==> src/hw/rtl/task_priority_table_unit_assert.svh <==
// assertion macros for the task priority table unit
// used by task_priority_table_unit.sv, needs i_clk and i_rst_n in scope
`ifndef TASK_PRIORITY_TABLE_UNIT_ASSERT_SVH
`define TASK_PRIORITY_TABLE_UNIT_ASSERT_SVH

// same-cycle implication, off while reset is held
`define TPT_ASSERT_IMP(label, ante, cons, msg) \
    label: assert property (@(posedge i_clk) disable iff (!i_rst_n) \
        (ante) |-> (cons)) else $error(msg);

// next-cycle implication, off while reset is held
`define TPT_ASSERT_NXT(label, ante, cons, msg) \
    label: assert property (@(posedge i_clk) disable iff (!i_rst_n) \
        (ante) |=> (cons)) else $error(msg);

`endif

==> src/hw/rtl/tpt_pkg.sv <==
// shared types and codes for the task priority table unit
// no dependencies
`timescale 1ns / 1ps

package tpt_pkg;

    localparam int TABLE_ENTRIES_DEF = 64;

    typedef enum logic [1:0] {
        CMD_ADD    = 2'd0,
        CMD_EDIT   = 2'd1,
        CMD_REMOVE = 2'd2,
        CMD_EXEC   = 2'd3
    } t_cmd;

    localparam logic [1:0] ST_OK     = 2'd0;
    localparam logic [1:0] ST_FULL   = 2'd1;
    localparam logic [1:0] ST_ABSENT = 2'd2;
    localparam logic [1:0] ST_EMPTY  = 2'd3;

    // one table slot as stored in the ram
    typedef struct packed {
        logic        valid;
        logic [15:0] task_id;
        logic [15:0] user_id;
        logic [31:0] prio;
    } t_entry;

    localparam int ENTRY_BITS = $bits(t_entry);

endpackage

==> src/hw/rtl/tpt_ram.sv <==
// generic single write port, single read port ram with registered read
// no dependencies
`timescale 1ns / 1ps

module tpt_ram #(
    parameter int WIDTH = 8,
    parameter int DEPTH = 64
) (
    input  logic                     i_clk,
    input  logic                     i_we,
    input  logic [$clog2(DEPTH)-1:0] i_waddr,
    input  logic [WIDTH-1:0]         i_wdata,
    input  logic [$clog2(DEPTH)-1:0] i_raddr,
    output logic [WIDTH-1:0]         o_rdata
);

    logic [WIDTH-1:0] r_mem [DEPTH];
    logic [WIDTH-1:0] r_rdata;

    always_ff @(posedge i_clk) begin
        if (i_we) begin
            r_mem[i_waddr] <= i_wdata;
        end
        r_rdata <= r_mem[i_raddr];
    end

    assign o_rdata = r_rdata;

endmodule

==> src/hw/rtl/task_priority_table_unit.sv <==
// task priority table: indexed max-priority queue kept in one ram, scanned per command
// depends on tpt_pkg, tpt_ram and task_priority_table_unit_assert.svh
//
//   channel | direction | handshake                 | payload
//   --------+-----------+---------------------------+-----------------------------------------
//   in      | input     | i_in_valid / o_in_stall   | i_command i_user_id i_task_id i_priority_req
//   out     | output    | o_out_valid / i_out_stall | o_found o_user_id_out o_status
//
// each command is accepted, then every slot is read in turn through the single ram read port,
// whose read is registered, and the command ends with its write back, if any, and its result word
// after reset the ram is cleared one slot a cycle, with o_in_stall high
// a result waits in the output register; the next command may be accepted and scanned
// meanwhile, its write back holds until the waiting word is taken
`timescale 1ns / 1ps

`include "task_priority_table_unit_assert.svh"

module task_priority_table_unit
    import tpt_pkg::*;
#(
    parameter int TABLE_ENTRIES = TABLE_ENTRIES_DEF
) (
    input  logic        i_clk,
    input  logic        i_rst_n,
    input  logic        i_in_valid,
    output logic        o_in_stall,
    input  logic [1:0]  i_command,
    input  logic [15:0] i_user_id,
    input  logic [15:0] i_task_id,
    input  logic [31:0] i_priority_req,
    output logic        o_out_valid,
    input  logic        i_out_stall,
    output logic        o_found,
    output logic [15:0] o_user_id_out,
    output logic [1:0]  o_status
);

    localparam int AW = $clog2(TABLE_ENTRIES);
    localparam int CW = $clog2(TABLE_ENTRIES + 1);
    localparam logic [AW-1:0] LAST_IDX = AW'(TABLE_ENTRIES - 1);
    localparam logic [CW-1:0] END_CNT  = CW'(TABLE_ENTRIES);

    typedef enum logic [1:0] {
        S_CLEAR,
        S_IDLE,
        S_SCAN,
        S_FINISH
    } t_state;

    t_state      r_state;
    logic [CW-1:0] r_cnt;

    // latched command
    t_cmd        r_cmd;
    logic [15:0] r_user;
    logic [15:0] r_task;
    logic [31:0] r_prio;

    // read pipeline
    logic          r_rd_vld;
    logic [AW-1:0] r_rd_idx;

    // scan results
    logic          r_match_hit;
    logic [AW-1:0] r_match_idx;
    logic [15:0]   r_match_user;
    logic          r_free_hit;
    logic [AW-1:0] r_free_idx;
    logic          r_best_hit;
    logic [AW-1:0] r_best_idx;
    logic [31:0]   r_best_prio;
    logic [15:0]   r_best_task;
    logic [15:0]   r_best_user;

    // output register
    logic        r_out_valid;
    logic        r_found;
    logic [15:0] r_user_out;
    logic [1:0]  r_status;

    t_entry        rd_entry;
    logic [ENTRY_BITS-1:0] rd_bits;
    t_entry        wr_entry;
    logic          wr_en;
    logic [AW-1:0] wr_addr;
    logic [AW-1:0] rd_addr;
    logic          rd_issue;
    logic          out_free;
    logic          finish_go;
    logic          in_accept;
    logic          is_match;
    logic          is_better;

    // per-command write back and result
    logic        fin_we;
    logic [AW-1:0] fin_addr;
    t_entry      fin_entry;
    logic        fin_found;
    logic [15:0] fin_user;
    logic [1:0]  fin_status;

    tpt_ram #(
        .WIDTH (ENTRY_BITS),
        .DEPTH (TABLE_ENTRIES)
    ) u_ram (
        .i_clk   (i_clk),
        .i_we    (wr_en),
        .i_waddr (wr_addr),
        .i_wdata (wr_entry),
        .i_raddr (rd_addr),
        .o_rdata (rd_bits)
    );

    assign rd_entry  = t_entry'(rd_bits);
    assign rd_issue  = (r_state == S_SCAN) && (r_cnt != END_CNT);
    assign rd_addr   = r_cnt[AW-1:0];
    assign out_free  = !r_out_valid || !i_out_stall;
    assign finish_go = (r_state == S_FINISH) && out_free;
    assign in_accept = i_in_valid && (r_state == S_IDLE);
    assign o_in_stall = (r_state != S_IDLE);

    assign is_match  = rd_entry.valid && (rd_entry.task_id == r_task);
    assign is_better = !r_best_hit
                    || (rd_entry.prio > r_best_prio)
                    || ((rd_entry.prio == r_best_prio) && (rd_entry.task_id > r_best_task));

    always_comb begin
        fin_we            = 1'b0;
        fin_addr          = r_match_idx;
        fin_entry.valid   = 1'b1;
        fin_entry.task_id = r_task;
        fin_entry.user_id = r_user;
        fin_entry.prio    = r_prio;
        fin_found         = 1'b0;
        fin_user          = 16'd0;
        fin_status        = ST_OK;
        case (r_cmd)
            CMD_ADD: begin
                if (r_match_hit) begin
                    fin_we = 1'b1;
                end else if (r_free_hit) begin
                    fin_we   = 1'b1;
                    fin_addr = r_free_idx;
                end else begin
                    fin_status = ST_FULL;
                end
            end
            CMD_EDIT: begin
                fin_entry.user_id = r_match_user;
                if (r_match_hit) begin
                    fin_we = 1'b1;
                end else begin
                    fin_status = ST_ABSENT;
                end
            end
            CMD_REMOVE: begin
                fin_entry.valid = 1'b0;
                if (r_match_hit) begin
                    fin_we = 1'b1;
                end else begin
                    fin_status = ST_ABSENT;
                end
            end
            CMD_EXEC: begin
                fin_entry.valid = 1'b0;
                fin_addr        = r_best_idx;
                if (r_best_hit) begin
                    fin_we    = 1'b1;
                    fin_found = 1'b1;
                    fin_user  = r_best_user;
                end else begin
                    fin_status = ST_EMPTY;
                end
            end
            default: begin
                fin_we = 1'b0;
            end
        endcase
    end

    // clearing pass writes empty slots, otherwise the write back of a finished command
    always_comb begin
        if (r_state == S_CLEAR) begin
            wr_en    = 1'b1;
            wr_addr  = r_cnt[AW-1:0];
            wr_entry = '0;
        end else begin
            wr_en    = finish_go && fin_we;
            wr_addr  = fin_addr;
            wr_entry = fin_entry;
        end
    end

    always_ff @(posedge i_clk) begin
        if (!i_rst_n) begin
            r_state     <= S_CLEAR;
            r_cnt       <= '0;
            r_rd_vld    <= 1'b0;
            r_out_valid <= 1'b0;
        end else begin
            if (r_out_valid && !i_out_stall && !finish_go) begin
                r_out_valid <= 1'b0;
            end
            r_rd_vld <= rd_issue;
            r_rd_idx <= rd_addr;
            case (r_state)
                S_CLEAR: begin
                    if (r_cnt[AW-1:0] == LAST_IDX) begin
                        r_cnt   <= '0;
                        r_state <= S_IDLE;
                    end else begin
                        r_cnt <= r_cnt + 1'b1;
                    end
                end
                S_IDLE: begin
                    if (in_accept) begin
                        r_cmd       <= t_cmd'(i_command);
                        r_user      <= i_user_id;
                        r_task      <= i_task_id;
                        r_prio      <= i_priority_req;
                        r_cnt       <= '0;
                        r_match_hit <= 1'b0;
                        r_free_hit  <= 1'b0;
                        r_best_hit  <= 1'b0;
                        r_state     <= S_SCAN;
                    end
                end
                S_SCAN: begin
                    if (rd_issue) begin
                        r_cnt <= r_cnt + 1'b1;
                    end
                    if (r_rd_vld) begin
                        if (is_match) begin
                            r_match_hit  <= 1'b1;
                            r_match_idx  <= r_rd_idx;
                            r_match_user <= rd_entry.user_id;
                        end
                        // scan is in ascending order, so the first free slot is the lowest
                        if (!rd_entry.valid && !r_free_hit) begin
                            r_free_hit <= 1'b1;
                            r_free_idx <= r_rd_idx;
                        end
                        if (rd_entry.valid && is_better) begin
                            r_best_hit  <= 1'b1;
                            r_best_idx  <= r_rd_idx;
                            r_best_prio <= rd_entry.prio;
                            r_best_task <= rd_entry.task_id;
                            r_best_user <= rd_entry.user_id;
                        end
                        if (r_rd_idx == LAST_IDX) begin
                            r_state <= S_FINISH;
                        end
                    end
                end
                S_FINISH: begin
                    if (out_free) begin
                        r_out_valid <= 1'b1;
                        r_found     <= fin_found;
                        r_user_out  <= fin_user;
                        r_status    <= fin_status;
                        r_state     <= S_IDLE;
                    end
                end
                default: begin
                    r_state <= S_IDLE;
                end
            endcase
        end
    end

    assign o_out_valid   = r_out_valid;
    assign o_found       = r_found;
    assign o_user_id_out = r_user_out;
    assign o_status      = r_status;

    `TPT_ASSERT_IMP(a_found_ok, o_out_valid && o_found, o_status == ST_OK, "found word without ok status")
    `TPT_ASSERT_IMP(a_no_user, o_out_valid && !o_found, o_user_id_out == 16'd0, "user set on a word without a task")
    `TPT_ASSERT_NXT(a_out_drain, o_out_valid && !i_out_stall && r_state != S_FINISH, !o_out_valid, "taken word shown again")
    `TPT_ASSERT_IMP(a_read_in_scan, r_rd_vld, r_state == S_SCAN, "read data returned outside the scan")

endmodule

==> config.mk <==
export PLATFORM = sky130hd
export DESIGN_NAME = task_priority_table_unit
export DESIGN_NICKNAME = d
export VERILOG_FILES = /design/src/hw/rtl/tpt_pkg.sv /design/src/hw/rtl/tpt_ram.sv /design/src/hw/rtl/task_priority_table_unit.sv
export VERILOG_INCLUDE_DIRS = /design/src /design/src/hw/rtl
export SDC_FILE = /design/constraint.sdc
export NUM_CORES = 2
export LEC_CHECK = 0
export ABC_AREA = 1
export BUFFER_PORTS_ARGS = -buffer_cell sky130_fd_sc_hd__buf_2
export CAP_MARGIN = 15
export CORE_AREA = 2 2 546 548
export CTS_CLUSTER_DIAMETER = 40
export DETAILED_ROUTE_END_ITERATION = 6
export DIE_AREA = 0 0 548 550
export PLACE_DENSITY = 0.76
export SLEW_MARGIN = 30
export SYNTH_ARGS = -nofsm -noshare
export SYNTH_HDL_FRONTEND = slang
export SYNTH_HIERARCHICAL = 1
export SYNTH_MEMORY_MAX_BITS = 65536
export SYNTH_SLANG_ARGS = --single-unit
==> constraint.sdc <==
create_clock -name i_clk -period 13.12 [get_ports i_clk]
set_input_delay 0 -clock i_clk [delete_from_list [all_inputs] [get_ports i_clk]]
set_output_delay 0 -clock i_clk [all_outputs]
set_load 0.03 [all_outputs]
==> results.cfg <==
[global_route]
track_usage_pct = 34.1
grtUsageMet3_pct = 7.75
antenna_found_initial = 16
grtUsageMet1_pct = 45.7
grt_max_degree = 214
grt_pass1_wl_um = 756000
grt-busiest-layer = met2
grt_use_met2_pct = 52.0
grt_pass1_vias = 115000
gr-total-overflow = 0

[clock_network]
cts_htree_levels = 5
tritoncts = yes
post_cts_resized = 0
clock-sinks = 4428
cts_made_buffers = 484
clock_latency_ps = 1020
cts_setup_buffers = 0
ctsHoldBuffers = 139
clkSlewWorstSetupHoldPaths_ps = 70
cts-root-buf = clkbuf_16
cts.path.max_buffers = 4

[placed_design]
io_buffers = 90
post-place-cells = 17800
dp_hpwl_um = 258000
place.gp.congestion = 0.893

[route]
via_count = 121000
first_pass_iters = 7
wirelength_um = 523000
drc = 12
wl_per_cell_um = 27.7
ant_nets = 0
via_per_inst = 6.43
drt_iter0_drc = 21800

[cells_and_area]
layout-drive-gt1-share_pct = 8.86
stdcell_count = 18900
synthToLayoutAreaGrowth_pct = 13.0
fin_util_pct = 67.4
fin_nets = 14700
fillers = 19400

[floorplan]
ioPinCount = 91
core_mm2 = 0.296
die_area_mm2 = 0.301
initial_core_util_pct = 59.7
die_x_um = 548
die_y_um = 550
rows = 200

[critical_path]
startpoint = r_state[0]
crit_arrival_ps = 6570
reg2reg_slack_ps = 7120
ff2ff_path_depth = 10
cp_max_fo = 31
end_kind = register
crit_required_ps = 13690
critical_path_class = reg -> reg
r2r-start = r_state[0]
worstSetupStartpointType = register

[power]
p_int_mw = 28.9
p_sw_share_pct = 34.9
p_sw_mw = 15.5
ir_worst_vdd_mv = 0.269
clockPowerShare_pct = 30.9
seqPwrFrac_pct = 41.2
p_leak_nw = 71.2
combPwrFrac_pct = 27.9
pwr_density_cell_mw_per_mm2 = 223

[timing]
setup_viol = 0
rsz0062_at_grt = false
tns_ps = 0
hold-worst-slack_ps = 256
fin_crit_sh_pct = 45.7
period_minus_slack_ps = 6000
fin_worst_skew_ps = 78.0
slew_viol_final = 0
fmax_mhz = 167
worstMarginPinSlew_ps = 1180
hold_viol = 0
max-slew-margin-rel_pct = 21.2

[logic_synthesis]
synth.most_common_cell = nand2_1
yosys_register_bits = 4428
syn_nets = 14600
yosysSeqAreaShare_pct = 75.0
synth_area_mm2 = 0.176
syn_inst = 14400
synth_area_leaders = edfxtp_1 74%, nand3_1 11%, nand2_1 9.7%
synth.distinct_cells = 39
synth_enable_flop_cells = 4352
syn_avg_cell_area_um2 = 12.2
synth_commonest_cells = 4578 x nand2_1, 4352 x edfxtp_1, 3916 x nand3_1
synth_ff_type = edfxtp_1
yosysTopAreaCell = edfxtp_1
synth.top_cell.area_share_pct = 74.1
ys_async_sr_fraction_pct = 0
yosysWarnings = 6

[hold_path]
min-delay-path-class = in -> reg
holdPathStages = 3
worstHoldStart = i_user_id[6]

[run_status]
status = complete, but fails checks
violations = design-rule violations

[run]
maxCapViolCount = 0
-- layout make-up --
class | count | area [µm²] | area share (%)
Sequential cell | 4428 | 132000 | 66.4
Timing Repair Buffer | 538 | 4820 | 2.42
Multi-Input combinational cell | 8892 | 40100 | 20.1
Inverter | 180 | 718 | 0.361
Clock buffer | 579 | 12600 | 6.34
Clock inverter | 332 | 3680 | 1.85
Antenna cell | 6 | 15.0 | 0.00754
Tap cell | 3939 | 4930 | 2.47
-- per-layer routing --
metal	share of wire (%)	up-vias
li1	-	51500
met1	34	58200
met2	45	9966
met3	14	1834
met4	6.3	10
met5	0.014	-
-- sequential cells by signal (all words and copies together), names as in the netlist, 2 cells and up --
name and flops:
o_status 2, o_user_id_out 16, r_best_idx 6, r_best_prio 32
r_best_task 16, r_best_user 16, r_cmd 2, r_cnt 7
r_free_idx 6, r_match_idx 6, r_match_user 16, r_prio 32
r_rd_idx 6, r_state 2, r_task 16, r_user 16
u_ram/o_rdata 65, u_ram/r_mem 4160
-- placed cells by master, fill, tap and decap left out, types with 14 or more instances in the layout --
cell type	count
ha_1	58
dfxtp_1	70
clkinv_1	66
clkinvlp_4	42
nand3_1	3916
inv_6	40
a21oi_1	33
nor2_4	127
buf_6	30
buf_4	243
clkbuf_1	83
edfxtp_1	4352
nor3_1	14
buf_12	20
bufinv_16	53
dlygate4sd3_1	139
buf_16	14
buf_2	90
clkinv_4	27
inv_8	15
clkbuf_16	488
nor2_1	62
inv_1	169
o21ai_0	40
nand2_1	4578
clkinv_2	77
-- through the flow --
stage | setup slack (ps) | cell area, µm² | power [mW]
2_1_floorplan | 4610 | 176000 | 26.5
3_3_place_gp | 7540 | 181000 | 30.2
3_5_place_dp | 7450 | 181000 | 30.5
4_1_cts | 7390 | 199000 | 44.1
5_1_grt | 7080 | 199000 | 46.0
6_report | 7120 | 199000 | 44.5
-- final timing paths --
| check | to |
|---|---|
| hold / removal | r_user[6] |
| hold reg to reg | r_best_prio[7] |
| setup / recovery | u_ram/r_mem[63][20] |
| setup reg to reg | u_ram/r_mem[63][20] |
-- cell families after synthesis --
kind of cell             count (synthesis)  synth area share, %
AND/OR/NAND/NOR                       8717                 21.4
flip-flops                            4428                 75.0
buffers and inverters                 1101                 2.81
AO/OA/AOI/OAI                          110                0.368
adder cells (fa/ha/maj)                 59                0.419
XOR/XNOR                                 6               0.0298
-- worst max-delay path: stages, from the launching register on --
cell	delay [ps]
dfxtp_1	340
inv_1	150
ha_4	410
inv_1	470
o21ai_0	850
inv_1	230
nor3_1	320
nand2_1	340
nor2_4	850
buf_4	700
buf_4	820
-- power by group through the flow --
stage	sequential (mW)	combinational, mW	clock (mW)
after global routing	18.4	13.3	14.3
after floorplan	18.5	7.93	0
after detailed placement	18.6	11.9	0
final	18.3	12.4	13.7
after global placement	18.6	11.6	0
after CTS	18.3	12.0	13.7
Note: power is estimated with default switching activity, not from simulation.
